## src/design/erm_pkg.sv

```systemverilog
// Shared types, constants and arithmetic helpers for the Euler angle to rotation matrix block.
// No dependencies; every other design file refers to this package by scoped names.
package erm_pkg;

  localparam int AngleW      = 16;
  localparam int MatW        = 16;
  localparam int AngleFrac   = 13;
  localparam int MatFrac     = 14;
  localparam int IntFrac     = 30;
  localparam int CordicSteps = 30;
  localparam int DataW       = 34;
  localparam int OutShift    = IntFrac - MatFrac;

  typedef logic signed [DataW-1:0] data_t;
  typedef logic signed [DataW:0]   wide_t;
  typedef logic signed [MatW-1:0]  entry_t;

  localparam data_t PiQ30         = 34'sd3373259426;
  localparam data_t HalfPiQ30     = 34'sd1686629713;
  localparam data_t TwoPiQ30      = 34'sd6746518852;
  localparam data_t ThreeHalfPiQ30 = 34'sd5059889139;
  localparam data_t GainQ30       = 34'sd652032874;
  localparam entry_t OneOut       = entry_t'(1 << MatFrac);

  localparam data_t AtanTab [CordicSteps] = '{
    34'sh3243F6A8, 34'sh1DAC6705, 34'sh0FADBAFC, 34'sh07F56EA6, 34'sh03FEAB76,
    34'sh01FFD55B, 34'sh00FFFAAA, 34'sh007FFF55, 34'sh003FFFEA, 34'sh001FFFFD,
    34'sh000FFFFF, 34'sh0007FFFF, 34'sh0003FFFF, 34'sh0001FFFF, 34'sh0000FFFF,
    34'sh00007FFF, 34'sh00003FFF, 34'sh00001FFF, 34'sh00000FFF, 34'sh000007FF,
    34'sh000003FF, 34'sh000001FF, 34'sh000000FF, 34'sh0000007F, 34'sh0000003F,
    34'sh0000001F, 34'sh0000000F, 34'sh00000008, 34'sh00000004, 34'sh00000002
  };

  typedef struct packed {
    logic signed [AngleW-1:0] roll_angle;
    logic signed [AngleW-1:0] pitch_angle;
    logic signed [AngleW-1:0] yaw_angle;
  } in_t;

  typedef struct packed {
    entry_t r00;
    entry_t r01;
    entry_t r02;
    entry_t r10;
    entry_t r11;
    entry_t r12;
    entry_t r20;
    entry_t r21;
    entry_t r22;
  } out_t;

  typedef struct packed {
    data_t z;
    logic  flip;
  } lane_t;

  typedef struct packed {
    lane_t roll;
    lane_t pitch;
    lane_t yaw;
  } item_t;

  typedef struct packed {
    data_t s;
    data_t c;
  } sc_t;

  function automatic data_t qmul(input data_t a, input data_t b);
    logic signed [2*DataW-1:0] p;
    p = (a * b) + ((2*DataW)'(1) <<< (IntFrac - 1));
    return p[IntFrac+DataW-1:IntFrac];
  endfunction

  function automatic wide_t widen(input data_t a);
    return wide_t'(a);
  endfunction

  function automatic entry_t to_out(input wide_t v);
    wide_t t;
    t = (v + (wide_t'(1) <<< (OutShift - 1))) >>> OutShift;
    if (t > wide_t'(OneOut)) begin
      return OneOut;
    end else if (t < -wide_t'(OneOut)) begin
      return -OneOut;
    end
    return t[MatW-1:0];
  endfunction

endpackage

```

## src/design/erm_queue.sv

```systemverilog
// Two-entry queue between the front end and the cordic back end.
// Depends on erm_pkg.
module erm_queue (
  input  logic           clk_i,
  input  logic           rst_ni,
  input  logic           push_i,
  input  erm_pkg::item_t item_i,
  output logic           full_o,
  output logic           valid_o,
  output erm_pkg::item_t item_o
);

  erm_pkg::item_t mem_q [2];
  logic           wr_q, wr_d, rd_q, rd_d;
  logic [1:0]     cnt_q, cnt_d;
  logic           pop, push;

  assign pop  = (cnt_q != 2'd0);
  assign push = push_i && (cnt_q != 2'd2);

  always_comb begin
    wr_d  = push ? ~wr_q : wr_q;
    rd_d  = pop ? ~rd_q : rd_q;
    cnt_d = cnt_q + {1'b0, push} - {1'b0, pop};
  end

  always_ff @(posedge clk_i or negedge rst_ni) begin
    if (!rst_ni) begin
      wr_q  <= 1'b0;
      rd_q  <= 1'b0;
      cnt_q <= 2'd0;
    end else begin
      wr_q  <= wr_d;
      rd_q  <= rd_d;
      cnt_q <= cnt_d;
    end
  end

  always_ff @(posedge clk_i) begin
    if (push) begin
      mem_q[wr_q] <= item_i;
    end
  end

  assign full_o  = (cnt_q == 2'd2);
  assign valid_o = pop;
  assign item_o  = mem_q[rd_q];

  // the back end drains every cycle, so the queue never holds two beats
  a_no_fill: assert property (@(posedge clk_i) disable iff (!rst_ni) cnt_q != 2'd2)
    else $error("queue filled up");
  a_no_drop: assert property (@(posedge clk_i) disable iff (!rst_ni)
    push_i |-> !full_o) else $error("push while full");
  a_drain: assert property (@(posedge clk_i) disable iff (!rst_ni)
    (cnt_q == 2'd1 && !push_i) |=> cnt_q == 2'd0) else $error("queue did not drain");

endmodule

```

## config.mk

```make
export PLATFORM = sky130hd
export DESIGN_NAME = erm_queue
export DESIGN_NICKNAME = d
export VERILOG_FILES = /design/src/design/erm_pkg.sv /design/src/design/erm_queue.sv
export SDC_FILE = /design/constraint.sdc
export NUM_CORES = 1
export LEC_CHECK = 0
export BUFFER_PORTS_ARGS = -buffer_cell sky130_fd_sc_hd__buf_4
export CORE_UTILIZATION = 52
export DETAILED_ROUTE_END_ITERATION = 10
export GPL_TIMING_DRIVEN = 0
export PLACE_DENSITY = 0.75
export SLEW_MARGIN = 40
export SYNTH_ARGS = -nofsm -noshare
export SYNTH_HDL_FRONTEND = slang
export SYNTH_SLANG_ARGS = --single-unit
```

## constraint.sdc

```tcl
create_clock -name clk_i -period 6.45 [get_ports clk_i]
set_clock_uncertainty 0.1 [all_clocks]
set_input_delay 0.3225 -clock clk_i [delete_from_list [all_inputs] [get_ports clk_i]]
set_output_delay 0.3225 -clock clk_i [all_outputs]
set_load 0.01 [all_outputs]
```

## After elaboration in Yosys (flattened, before gate mapping)

Memories as Yosys holds them, arrays and structs flattened.
Index checks and enable logic that the tools add are counted.

- Register bits: 4
- Bits in writable memories: 210
- Input bits: 108
- Output and inout port bits: 107
- Memories kept: 1

Memories:

| memory | words | bits a word | rd ports | clocked after Yosys merged registers in | write ports | RTL line | source |
|---|---|---|---|---|---|---|---|
| mem_q | 2 | 105 | 1 | 0 | 1 | erm_queue.sv:13 | `erm_pkg::item_t mem_q [2];` |

- Add/sub/neg operators: 2
- Equal/unequal tests: 2
- Mux-type cells: 2
- Bitwise logic cells: 2
- Reductions and logical operators: 2

Operators with widths:

| cell | number |
|---|---|
| 2-bit by 1-bit adder with 2-bit output | 1 |
| 2-bit == test (second input constant) | 1 |
| 1-bit 2-to-1 mux | 2 |
| 2-bit inequality test (second input constant) | 1 |
| 1-bit NOT | 2 |
| 2-bit nonzero test | 1 |
| 2-bit by 1-bit subtractor with 2-bit output | 1 |
| 1-bit logical AND | 1 |

## Depth between registers and ports, before layout

- Depth in word-level cells: 4
- Depth in mapped cells: 4
- Gate-level depth less buffers: 3

## Least setup slack after synthesis

OpenSTA, ideal clock, no wires.

- Path type: flip-flop to flip-flop
- From: reg cnt_q[1]
- To: mem mem_q[0][0] (netlist name), enable pin
- Library setup time: 0.569 ns
- Arrival: 4.938 ns
- Slack: 0.842 ns
- Cell stages (with the launch flop): 4
- Buffers on the path: 0
- Period minus slack after synthesis: 5.608 ns
- Cell sequence: dfrtp_1 > nand2b_1 > nand2_1 > nor2_1

- Cells in the longest elaborated chain, start to end: 4

Ends and longest elaborated chain:

| item | RTL line | source |
|---|---|---|
| from (decl) | erm_queue.sv:15 | `logic [1:0] cnt_q, cnt_d;` |
| from (signal assigned) | erm_queue.sv:35 | `cnt_q <= cnt_d;` |
| 2-bit inequality test | erm_queue.sv:19 | `assign push = push_i && (cnt_q != 2'd2);` |
| 1-bit logical AND | erm_queue.sv:19 |  |
| 1-bit 2-to-1 mux | erm_queue.sv:40 | `if (push) begin` |
| 1-bit 2-to-1 mux (implied by the code) | erm_queue.sv:41 | `mem_q[wr_q] <= item_i;` |
| to (decl) | erm_queue.sv:13 |  |

Every way passes these cells.

==> run summary <==
Outcome: finished, violations left
Failing checks: DRC
Syn Nets: 449
CP required: 6.03 ns
Post-synthesis simple-gate area fraction: 0.4912%
Highest routed layer: met4
Detailed placement HPWL: 10060 um
FF-to-FF path depth: 7
Port Buffers: 214
Initial DRC Count: 303
Final ANT Viol Nets: 0
Design area: 11670 um2
Clk slew on worst S/H paths: 0.06 ns
Flop pwr share: 40.6%
Max-Cap Viols: 0
Seq/Total Area, Yosys: 81.13%
Max_slew headroom: 69.87%
Final setup fails: 0
Final Hold Fails: 0
Distinct cells, synth: 15
Congestion Overflow GR: 0
Setup crit end: item_o[72]
Syn avg cell area: 23.16 um2
Synth Area in XOR/XNOR: 0.2218%
VDD IR max: 0.2615 mV
Internal power: 3410 uW
Reg2reg start: cnt_q[1]
Setup bufs post-CTS: 0
Sw Pwr: 1283 uW
Pwr dens: 402.1 nW/um2
Router iterations before antenna repair: 7
Via count: 4492
Critical Path AT: 1.78 ns
Slew @ Worst Pin: 0.4520 ns
Cells after Synth: 341
Pin count of the biggest net entering global routing: 40
Crit path max fanout: 10
Mux contribution to synthesized area: 16.88%
Overall Power: 4693 uW
Placed Instance Area: 9928 um2
Synth-to-layout area growth: 47.81%
Slack of the critical path: 4.246 ns
Commonest non-fill, non-tap cell in the layout: buf_4
CTS Buf Count: 22
Initial antenna violation count: 0
Multi-input gate area: 1401 um2
Placeable Area: 14700 um2
FF-to-FF setup slack: 4.25 ns
Gate power share: 34.3%
Via density: 5.019
Max-slew violation count: 0
Met1 Wirelength: 6677 um
Clk network pwr share: 25.2%
CTS tree: built
Clock Latency Late Sink: 0.48 ns
WL/cell: 18.97 um
Final min period: 2.204 ns
Adder-cell area share of the yosys netlist: 0%
Unrepaired setup endpoints after global routing: no
RePlAce Congestion: 0.6737
Total track usage: 21.77%
Worst setup SP type: flop
Setup WS pre-CTS: 4.265 ns
Peak Freq: 0.4538 GHz
Lkg Pwr: 0.004593 uW
Drt drc: 30
Post-synthesis cell area: 7896 um2
R2r endpoint: mem_q[0][86]
ANT cells: 0
Sw Share: 27.34%
Nets: 803
Clock buffer depth: 3
Die area: 15680 um2
Met3 wire length: 1435 um
Critical Path Sink Type: output port
WL met2: 8566 um
Number of cell rows: 44
Most frequent cells in the layout: buf_4 (214), edfxtp_1 (210), dlygate4sd3_1 (107)
Main combinational cell family by area after synthesis: multiplexers
Clk root buf: clkbuf_16
Crit share post-route: 34.16%
First-pass GRT wire length: 26120 um
Number of global-route vias before repair: 4885
Compound-Gate Fraction of Synth Area: 0%
Setup CP Type: reg -> out
Starting Density: 53.72%
Setup_tns: 0 ns
Setup crit start: rd_q
FILL cells: 748
Routed WL: 16980 um
Hold crit path type: in -> async
# clock sinks: 214
Die Height: 125.2 um
H-tree levels: 1
Die W: 125.2 um
Synth warn: 0
Register area: 6406 um2
Boundary pin count: 215
Share of cells above drive strength 1: 52.32%
Register bit total from synthesis: 214
[sequential cells by signal, indices dropped and copies added (netlist names)]
| register | count |
|---|---|
| rd_q | 1 |
| mem_q | 210 |
| cnt_q | 2 |
| wr_q | 1 |
[synthesized netlist by cell type, drive strengths merged]
cell type  number  share of area (%)
inv             1              0.047
xnor2           1               0.11
and3            1              0.079
nor2            1              0.047
xor2            1               0.11
edfxtp        210                 80
nand2b          2               0.16
dfrtp           4                1.3
buf            12                1.2
nand2           1              0.047
mux2          105                 17
and2            1              0.079
or2             1              0.079
[final cells by class]
cell class,instances,share of cell area (%)
Buffer,12,0.8362
Clock buffer,28,5.092
Clock inverter,12,0.6647
Inverter,1,0.03216
Multi-Input combinational cell,114,12.01
Sequential cell,214,54.89
Tap cell,184,1.973
Timing Repair Buffer,330,24.51
[layer usage]
metal / vias up / GRT usage, %
li1: 2063 / -
met1: 2197 / 26.76
met2: 202 / 37.89
met3: 30 / 6.247
met4: 0 / 5.739
met5: - / 0
[critical path: stages, from the launching register on]
cell     delay [ns]
dfrtp_1        0.33
buf_6          0.13
buf_6          0.16
buf_6          0.20
mux2_4         0.32
buf_4          0.14
[power by group through the flow]
stage	clock (uW)	combinational (uW)	sequential (uW)
2_1_floorplan	0	853	1940
3_3_place_gp	0	1460	1970
3_5_place_dp	0	1550	1930
4_1_cts	1200	1610	1900
5_1_grt	1250	1700	1920
6_report	1180	1610	1900
[cells by family after synthesis]
kind of cell | Yosys count
buffers and inverters | 13
DFF | 214
and+or+nand+nor | 7
xor gates and xnor gates | 2
muxes | 105
[metrics by stage]
| stage | std cells | hold slack, ns | util, % |
|---|---|---|---|
| after detailed placement | 748 | 0.02119 | 67.54 |
| after global placement | 739 | 0.01866 | 66.22 |
| after global routing | 895 | 0.07337 | 79.40 |
| after CTS | 895 | 0.06187 | 79.40 |
| after floorplan | 341 | -0.07309 | - |
| final | 895 | 0.08273 | 79.40 |
[what timing repair did]
| item | CTS | global route |
|---|---|---|
| hold endpoints to repair | 215 | 0 |
| gates resized for setup | 0 | 0 |
| hold buffers | 107 | 0 |
[worst min path at each step]
stage / startpoint / endpoint / slack, ns / cells after the start
2_1_floorplan: rst_ni / cnt_q[0] / -0.07 / 0
3_3_place_gp: rst_ni / cnt_q[0] / 0.02 / 1
3_5_place_dp: rst_ni / cnt_q[1] / 0.02 / 1
4_1_cts: rst_ni / cnt_q[1] / 0.06 / 2
5_1_grt: rst_ni / cnt_q[1] / 0.07 / 2
6_report: rst_ni / cnt_q[1] / 0.08 / 2
(Power assumes the default switching activity.)
