[config.mk]
export PLATFORM = sky130hd
export DESIGN_NAME = erm_front
export DESIGN_NICKNAME = d
export VERILOG_FILES = /design/src/design/erm_pkg.sv /design/src/design/erm_front.sv
export SDC_FILE = /design/constraint.sdc
export NUM_CORES = 1
export LEC_CHECK = 0
export BUFFER_PORTS_ARGS = -buffer_cell sky130_fd_sc_hd__buf_4
export CORE_MARGIN = 1
export CORE_UTILIZATION = 38
export DETAILED_ROUTE_END_ITERATION = 12
export SETUP_SLACK_MARGIN = 0.3
export SYNTH_ARGS = -nofsm -noshare
export SYNTH_HDL_FRONTEND = slang
export SYNTH_SLANG_ARGS = --single-unit
[constraint.sdc]
create_clock -name clk_i -period 0.8 [get_ports clk_i]
set_input_delay 0.08 -clock clk_i [delete_from_list [all_inputs] [get_ports clk_i]]
set_output_delay 0.08 -clock clk_i [all_outputs]
set_load 0.03 [all_outputs]
[src/design/erm_pkg.sv]
// Shared types, constants and arithmetic helpers for the Euler angle to rotation matrix block.
// No dependencies; every other design file refers to this package by scoped names.
package erm_pkg;

  localparam int AngleW      = 16;
  localparam int MatW        = 16;
  localparam int AngleFrac   = 13;
  localparam int MatFrac     = 14;
  localparam int IntFrac     = 30;
  localparam int CordicSteps = 30;
  localparam int DataW       = 34;
  localparam int OutShift    = IntFrac - MatFrac;

  typedef logic signed [DataW-1:0] data_t;
  typedef logic signed [DataW:0]   wide_t;
  typedef logic signed [MatW-1:0]  entry_t;

  localparam data_t PiQ30         = 34'sd3373259426;
  localparam data_t HalfPiQ30     = 34'sd1686629713;
  localparam data_t TwoPiQ30      = 34'sd6746518852;
  localparam data_t ThreeHalfPiQ30 = 34'sd5059889139;
  localparam data_t GainQ30       = 34'sd652032874;
  localparam entry_t OneOut       = entry_t'(1 << MatFrac);

  localparam data_t AtanTab [CordicSteps] = '{
    34'sh3243F6A8, 34'sh1DAC6705, 34'sh0FADBAFC, 34'sh07F56EA6, 34'sh03FEAB76,
    34'sh01FFD55B, 34'sh00FFFAAA, 34'sh007FFF55, 34'sh003FFFEA, 34'sh001FFFFD,
    34'sh000FFFFF, 34'sh0007FFFF, 34'sh0003FFFF, 34'sh0001FFFF, 34'sh0000FFFF,
    34'sh00007FFF, 34'sh00003FFF, 34'sh00001FFF, 34'sh00000FFF, 34'sh000007FF,
    34'sh000003FF, 34'sh000001FF, 34'sh000000FF, 34'sh0000007F, 34'sh0000003F,
    34'sh0000001F, 34'sh0000000F, 34'sh00000008, 34'sh00000004, 34'sh00000002
  };

  typedef struct packed {
    logic signed [AngleW-1:0] roll_angle;
    logic signed [AngleW-1:0] pitch_angle;
    logic signed [AngleW-1:0] yaw_angle;
  } in_t;

  typedef struct packed {
    entry_t r00;
    entry_t r01;
    entry_t r02;
    entry_t r10;
    entry_t r11;
    entry_t r12;
    entry_t r20;
    entry_t r21;
    entry_t r22;
  } out_t;

  typedef struct packed {
    data_t z;
    logic  flip;
  } lane_t;

  typedef struct packed {
    lane_t roll;
    lane_t pitch;
    lane_t yaw;
  } item_t;

  typedef struct packed {
    data_t s;
    data_t c;
  } sc_t;

  function automatic data_t qmul(input data_t a, input data_t b);
    logic signed [2*DataW-1:0] p;
    p = (a * b) + ((2*DataW)'(1) <<< (IntFrac - 1));
    return p[IntFrac+DataW-1:IntFrac];
  endfunction

  function automatic wide_t widen(input data_t a);
    return wide_t'(a);
  endfunction

  function automatic entry_t to_out(input wide_t v);
    wide_t t;
    t = (v + (wide_t'(1) <<< (OutShift - 1))) >>> OutShift;
    if (t > wide_t'(OneOut)) begin
      return OneOut;
    end else if (t < -wide_t'(OneOut)) begin
      return -OneOut;
    end
    return t[MatW-1:0];
  endfunction

endpackage

[src/design/erm_front.sv]
// Front end: accepts angle beats, scales them to Q4.30 and folds them into the cordic range.
// Depends on erm_pkg.
module erm_front (
  input  logic          clk_i,
  input  logic          rst_ni,
  input  logic          accept_i,
  input  erm_pkg::in_t  item_i,
  output logic          valid_o,
  output erm_pkg::item_t item_o
);

  function automatic erm_pkg::lane_t fold(input logic signed [erm_pkg::AngleW-1:0] a);
    erm_pkg::data_t z;
    erm_pkg::lane_t r;
    z = erm_pkg::data_t'(a) <<< (erm_pkg::IntFrac - erm_pkg::AngleFrac);
    r.flip = 1'b0;
    r.z    = z;
    if (z > erm_pkg::HalfPiQ30) begin
      if (z < erm_pkg::ThreeHalfPiQ30) begin
        r.z    = z - erm_pkg::PiQ30;
        r.flip = 1'b1;
      end else begin
        r.z = z - erm_pkg::TwoPiQ30;
      end
    end else if (z < -erm_pkg::HalfPiQ30) begin
      if (z > -erm_pkg::ThreeHalfPiQ30) begin
        r.z    = z + erm_pkg::PiQ30;
        r.flip = 1'b1;
      end else begin
        r.z = z + erm_pkg::TwoPiQ30;
      end
    end
    return r;
  endfunction

  logic           valid_q;
  erm_pkg::item_t item_q;

  always_ff @(posedge clk_i or negedge rst_ni) begin
    if (!rst_ni) begin
      valid_q <= 1'b0;
    end else begin
      valid_q <= accept_i;
    end
  end

  always_ff @(posedge clk_i) begin
    if (accept_i) begin
      item_q.roll  <= fold(item_i.roll_angle);
      item_q.pitch <= fold(item_i.pitch_angle);
      item_q.yaw   <= fold(item_i.yaw_angle);
    end
  end

  assign valid_o = valid_q;
  assign item_o  = item_q;

endmodule

# Word level (Yosys, flattened, before mapping)
# Cells that the tools add are included.
# op_classes
addsub	12
magnitude_cmp	12
muxes	18
# op_table
cell	n
35-bit 2-to-1 mux	6
34-bit 2-to-1 mux	6
33-bit by 33-bit adder with 34-bit output (second input constant)	3
33-bit by 34-bit adder with 34-bit output (second input constant)	3
33-bit by 34-bit greater-than comparator with 1-bit output (second input constant)	3
33-bit by 34-bit less-than comparator with 1-bit output (second input constant)	3
33-bit by 33-bit subtractor with 34-bit output (second input constant)	3
33-bit by 34-bit subtractor with 34-bit output (second input constant)	3
33-bit by 32-bit greater-than comparator with 1-bit output (second input constant)	3
33-bit by 32-bit less-than comparator with 1-bit output (second input constant)	3
1-bit 2-to-1 mux	6
# totals
reg_bits	106
in_bits	51
output_inout_bits	106

# Logic depth before layout (Yosys ltp)
# depth
depth_word	4
ltp_mapped	8
mapped_depth_nobuf	8

# Worst setup path before layout
# No wires, ideal clock.
# synth_timing
kind	input to register
startpoint	in item_i[42] (netlist bit)
endpoint	reg item_q (netlist bit item_o[103]) (data pin)
arrival_time_ns	1.519
slack_ns	-0.975
cell_stages	8
n_path_buf	2
cell_sequence	buf_2 -> or4b_1 -> a211oi_2 -> nor3_2 -> nor2_4 -> buf_6 -> nand4_1 -> and3_1
# synth_between
elab_chain_len	4
# synth_lines
item	line_no	source
from (decl)	erm_front.sv:7	input erm_pkg::in_t item_i,
33-bit by 34-bit adder with 34-bit output, or another cell as far along	erm_front.sv:30	r.z = z + erm_pkg::TwoPiQ30;
34-bit 2-to-1 mux	erm_front.sv:26	if (z > -erm_pkg::ThreeHalfPiQ30) begin
35-bit 2-to-1 mux	erm_front.sv:25	end else if (z < -erm_pkg::HalfPiQ30) begin
35-bit 2-to-1 mux (*)	erm_front.sv:18	if (z > erm_pkg::HalfPiQ30) begin
to (decl)	erm_front.sv:37	erm_pkg::item_t item_q;
# Mark *: on every way between the ends. The rest lies on a longest branch, timed or not.
# A chain may end at the register's enable or synchronous reset.

# Worst setup path after layout
# Same ends and word-level chain as after synthesis.

==> run_results.csv <==
group,metric,value,unit
run_status,outcome,"finished, violations left",
run_status,violations,"negative setup slack",
route,ant_nets,0,
cells_and_area,final_design_area_no_fill,8810,µm²
placement,place_inst,780,
critical_path,crit_path_end_kind,"flip-flop",
synth,synthesis.area,4400,µm²
grt,globalRoute.totalOverflow,0,
min_path,timing.hold.worst_path_depth,3,
route,avgViaCountPerCell,5.22,
placement,cell_area_after_placement,6590,µm²
clocking,cts-buffers-inserted,9,
synth,synth_async_sr_flop_share,1.49,%
grt,grt_max_degree,31,
synth,synth-edff-count,66,
power_and_ir_drop,power.switching,0.00463,W
power_and_ir_drop,power_density,1680,nW/µm²
timing,fin_hold_ws,0.0485,ns
grt,grt_pass1_wl,21.8,mm
timing,max_freq,670,MHz
synth,synth.yosys.seq_area_share,45.6,%
placement,place.detailed.hpwl,9.33,mm
cells_and_area,filler_cell_count,617,
route,drcViolationCount,0,
route,detail_route.iter0.violations,115,
placement,place.port_buffers,153,
power_and_ir_drop,clkPwrFrac,31.3,%
cells_and_area,finish.cell_count_without_fillers,846,
clocking,longest_clk_path_bufs,2,
cells_and_area,final_common_cell,"sky130_fd_sc_hd__buf_4",
grt,grt_antenna_before_repair,0,
clocking,clock-sinks,67,
critical_path,critical-path-slowest-cell,"sky130_fd_sc_hd__or4b_4",
critical_path,critPathMaxFanout,7,
timing,count_of_final_setup_violators,169,
timing,final.min_clock_period,1.49,ns
critical_path,timing.setup.critical_path_class,"in -> reg",
timing,grt_setup_unrepaired,"true",
timing,postLayoutSetupSlackWorst,-0.693,ns
critical_path,critical_path.max_stage_delay,0.53,ns
min_path,holdCritStartpoint,"item_i[17]",
cells_and_area,finalNetCount,764,
floorplan,placementRows,38,
route,wl_per_cell,17.5,µm
route,detail_route.first_pass.iterations,4,
route,dr_total_vias,4416,
clocking,cts.reportedPaths.clkPinSlew,0.06,ns
route,totalWireLength,14.8,mm
floorplan,floorplan.io_pins,157,
grt,gr-usage-all-layers,24.0,%
synth,synthFlopType,"sky130_fd_sc_hd__edfxtp_1",
job,max-cap-violations,0,
power_and_ir_drop,vdd_drop_max,1.12,mV
placement,pre_cts_slack,-1.13,ns
power_and_ir_drop,pwr-share-seq,31.1,%
critical_path,timing.critical_path.depth,8,
synth,synthCells,429,
synth,yosys.cell_types.count,67,
cells_and_area,n_diodes,0,
cells_and_area,area_growth_syn_to_layout,100,%
power_and_ir_drop,combinationalPowerShare,37.6,%
cells_and_area,drive_gt1_share,67.8,%
critical_path,worstPathBufferInverterCount,2,
cells_and_area,layout.core_utilization,79.5,%
floorplan,die_area,12000,µm²
clocking,h-tree-depth,3,
clocking,clockRootBuffer,"sky130_fd_sc_hd__clkbuf_16",
synth,ys_seq_elements,67,
timing,post-route-period-util,187,%
placement,globalplace.congestion,0.938,
min_path,hold_path_end,"item_o[54]$_DFFE_PP_",
floorplan,starting_density_of_the_core,39.7,%
critical_path,cp_data_arrival_time,1.58,ns
critical_path,critPathTopFamily,"simple AND/OR/NAND/NOR gates",
critical_path,critical_path.cell_chain,"buf_6 -> or4b_4 -> a211oi_2 -> nor3_2 -> nor2_4 -> buf_4 -> nand4_1 -> and3_1",
power_and_ir_drop,netSwitchingFraction,31.3,%
grt,grt_pass1_vias,4416,
min_path,min-delay-path-class,"in -> reg",
floorplan,die_h,110,µm
floorplan,die_width,110,µm
power_and_ir_drop,leakage,3.73,nW
clocking,cts_tree,"yes",
timing,finalHoldViolCount,0,
cells_and_area,layout.cells.most_common_list,"sky130_fd_sc_hd__buf_4, sky130_fd_sc_hd__buf_6, sky130_fd_sc_hd__edfxtp_1",
synth,synthesis.yosys.warnings,0,
floorplan,fp.coreArea,11100,µm²
critical_path,cp_data_required_time,0.88,ns
critical_path,worst_setup_path_start_kind,"input pin",
synth,synthesis.area_per_instance,10.2,µm²
timing,final_max_slew_viol_count,0,
power_and_ir_drop,intPower,0.0102,W
## logic make-up after synthesis
family          after synthesis  share of synthesized area, %
simple gates                105                          11.9
buf+inv                      96                          12.5
compound gates              104                          17.6
fa+ha+maj                    12                          3.41
other cells                   1                        0.0853
mux                           2                         0.455
flops                        67                          45.6
xor+xnor                     42                          8.37
## how the worst max path moves through the flow
stage,start,endpoint,slack [ns]
6_report,item_i[42],item_o[103]$_DFFE_PP_,-0.69
5_1_grt,item_i[42],item_o[103]$_DFFE_PP_,-0.75
4_1_cts,item_i[42],item_o[93]$_DFFE_PP_,-0.65
3_5_place_dp,item_i[42],item_o[93]$_DFFE_PP_,-1.13
3_3_place_gp,item_i[17],item_o[62]$_DFFE_PP_,-1.06
2_1_floorplan,item_i[42],item_o[94]$_DFFE_PP_,-0.90
## layer usage
metal | global-route usage, % | wire, µm | part of all wire (%)
met1 | 25.9 | 5460 | 37
met2 | 46.6 | 8410 | 57
met3 | 3.14 | 609 | 4.1
met4 | 10.3 | 320 | 2.2
met5 | 0 | 0 | 0
## per-stage QoR
| stage | power, W | setup TNS (ns) |
|---|---|---|
| global route | 0.0153 | -61.11 |
| finish | 0.0148 | -55.12 |
| floorplan | 0.00730 | -46.96 |
| detailed placement | 0.00876 | -59.77 |
| global placement | 0.00869 | -59.50 |
| CTS | 0.0145 | -53.56 |
## layout make-up
class	instances	area [µm²]	share of cell area [%]
Clock inverter	7	125	1.42
Tap cell	140	175	1.99
Multi-Input combinational cell	268	2720	30.8
Clock buffer	9	225	2.56
Sequential cell	67	2010	22.8
Timing Repair Buffer	333	3440	39.0
Inverter	22	125	1.42
## flip-flops by register name, indices dropped and copies added (netlist names), named ones only
register and count:
item_o 63, valid_o 1
## cell usage after synthesis (3+ instances only)
cell type                   instances  area (µm²)
sky130_fd_sc_hd__nor3_1             7        35.0
sky130_fd_sc_hd__clkbuf_1          11        41.3
sky130_fd_sc_hd__nand2_1           33         124
sky130_fd_sc_hd__o211ai_1           3        22.5
sky130_fd_sc_hd__ha_1              12         150
sky130_fd_sc_hd__nand2b_1           3        18.8
sky130_fd_sc_hd__xnor2_1           33         289
sky130_fd_sc_hd__clkbuf_2           3        15.0
sky130_fd_sc_hd__nand4_1            5        31.3
sky130_fd_sc_hd__xor2_1             9        78.8
sky130_fd_sc_hd__a21oi_1           11        55.1
sky130_fd_sc_hd__nand3_1            9        45.0
sky130_fd_sc_hd__a32oi_1            9        78.8
sky130_fd_sc_hd__o21ai_0           17        85.1
sky130_fd_sc_hd__inv_1             21        78.8
sky130_fd_sc_hd__nor2_1            25        93.8
sky130_fd_sc_hd__a2bb2oi_1          4        35.0
sky130_fd_sc_hd__buf_4             39         293
sky130_fd_sc_hd__nor2b_1            3        18.8
sky130_fd_sc_hd__a211o_1            6        52.6
sky130_fd_sc_hd__buf_2             19        95.1
sky130_fd_sc_hd__a211oi_1           3        22.5
sky130_fd_sc_hd__or3_1              4        25.0
sky130_fd_sc_hd__a31oi_1           10        62.6
sky130_fd_sc_hd__edfxtp_1          66        1980
sky130_fd_sc_hd__o31ai_1            6        45.0
## power groups by stage
stage                     Combinational [W]  Sequential [W]  Clock, W
after global placement              0.00411         0.00458         0
after detailed placement            0.00415         0.00460         0
final                               0.00557         0.00460   0.00464
after floorplan                     0.00192         0.00538         0
after CTS                           0.00515         0.00460   0.00471
after global routing                0.00585         0.00464   0.00483
## repair_timing
item	CTS	global route
buffers inserted	34	14
gates cloned	1	0
resized for setup	248	82
hold buffers	1	0
pin swaps	71	50
setup endpoints to repair	169	169
endpoints found under the hold margin	1	0
No activity file was read; power rests on OpenSTA's default activity.
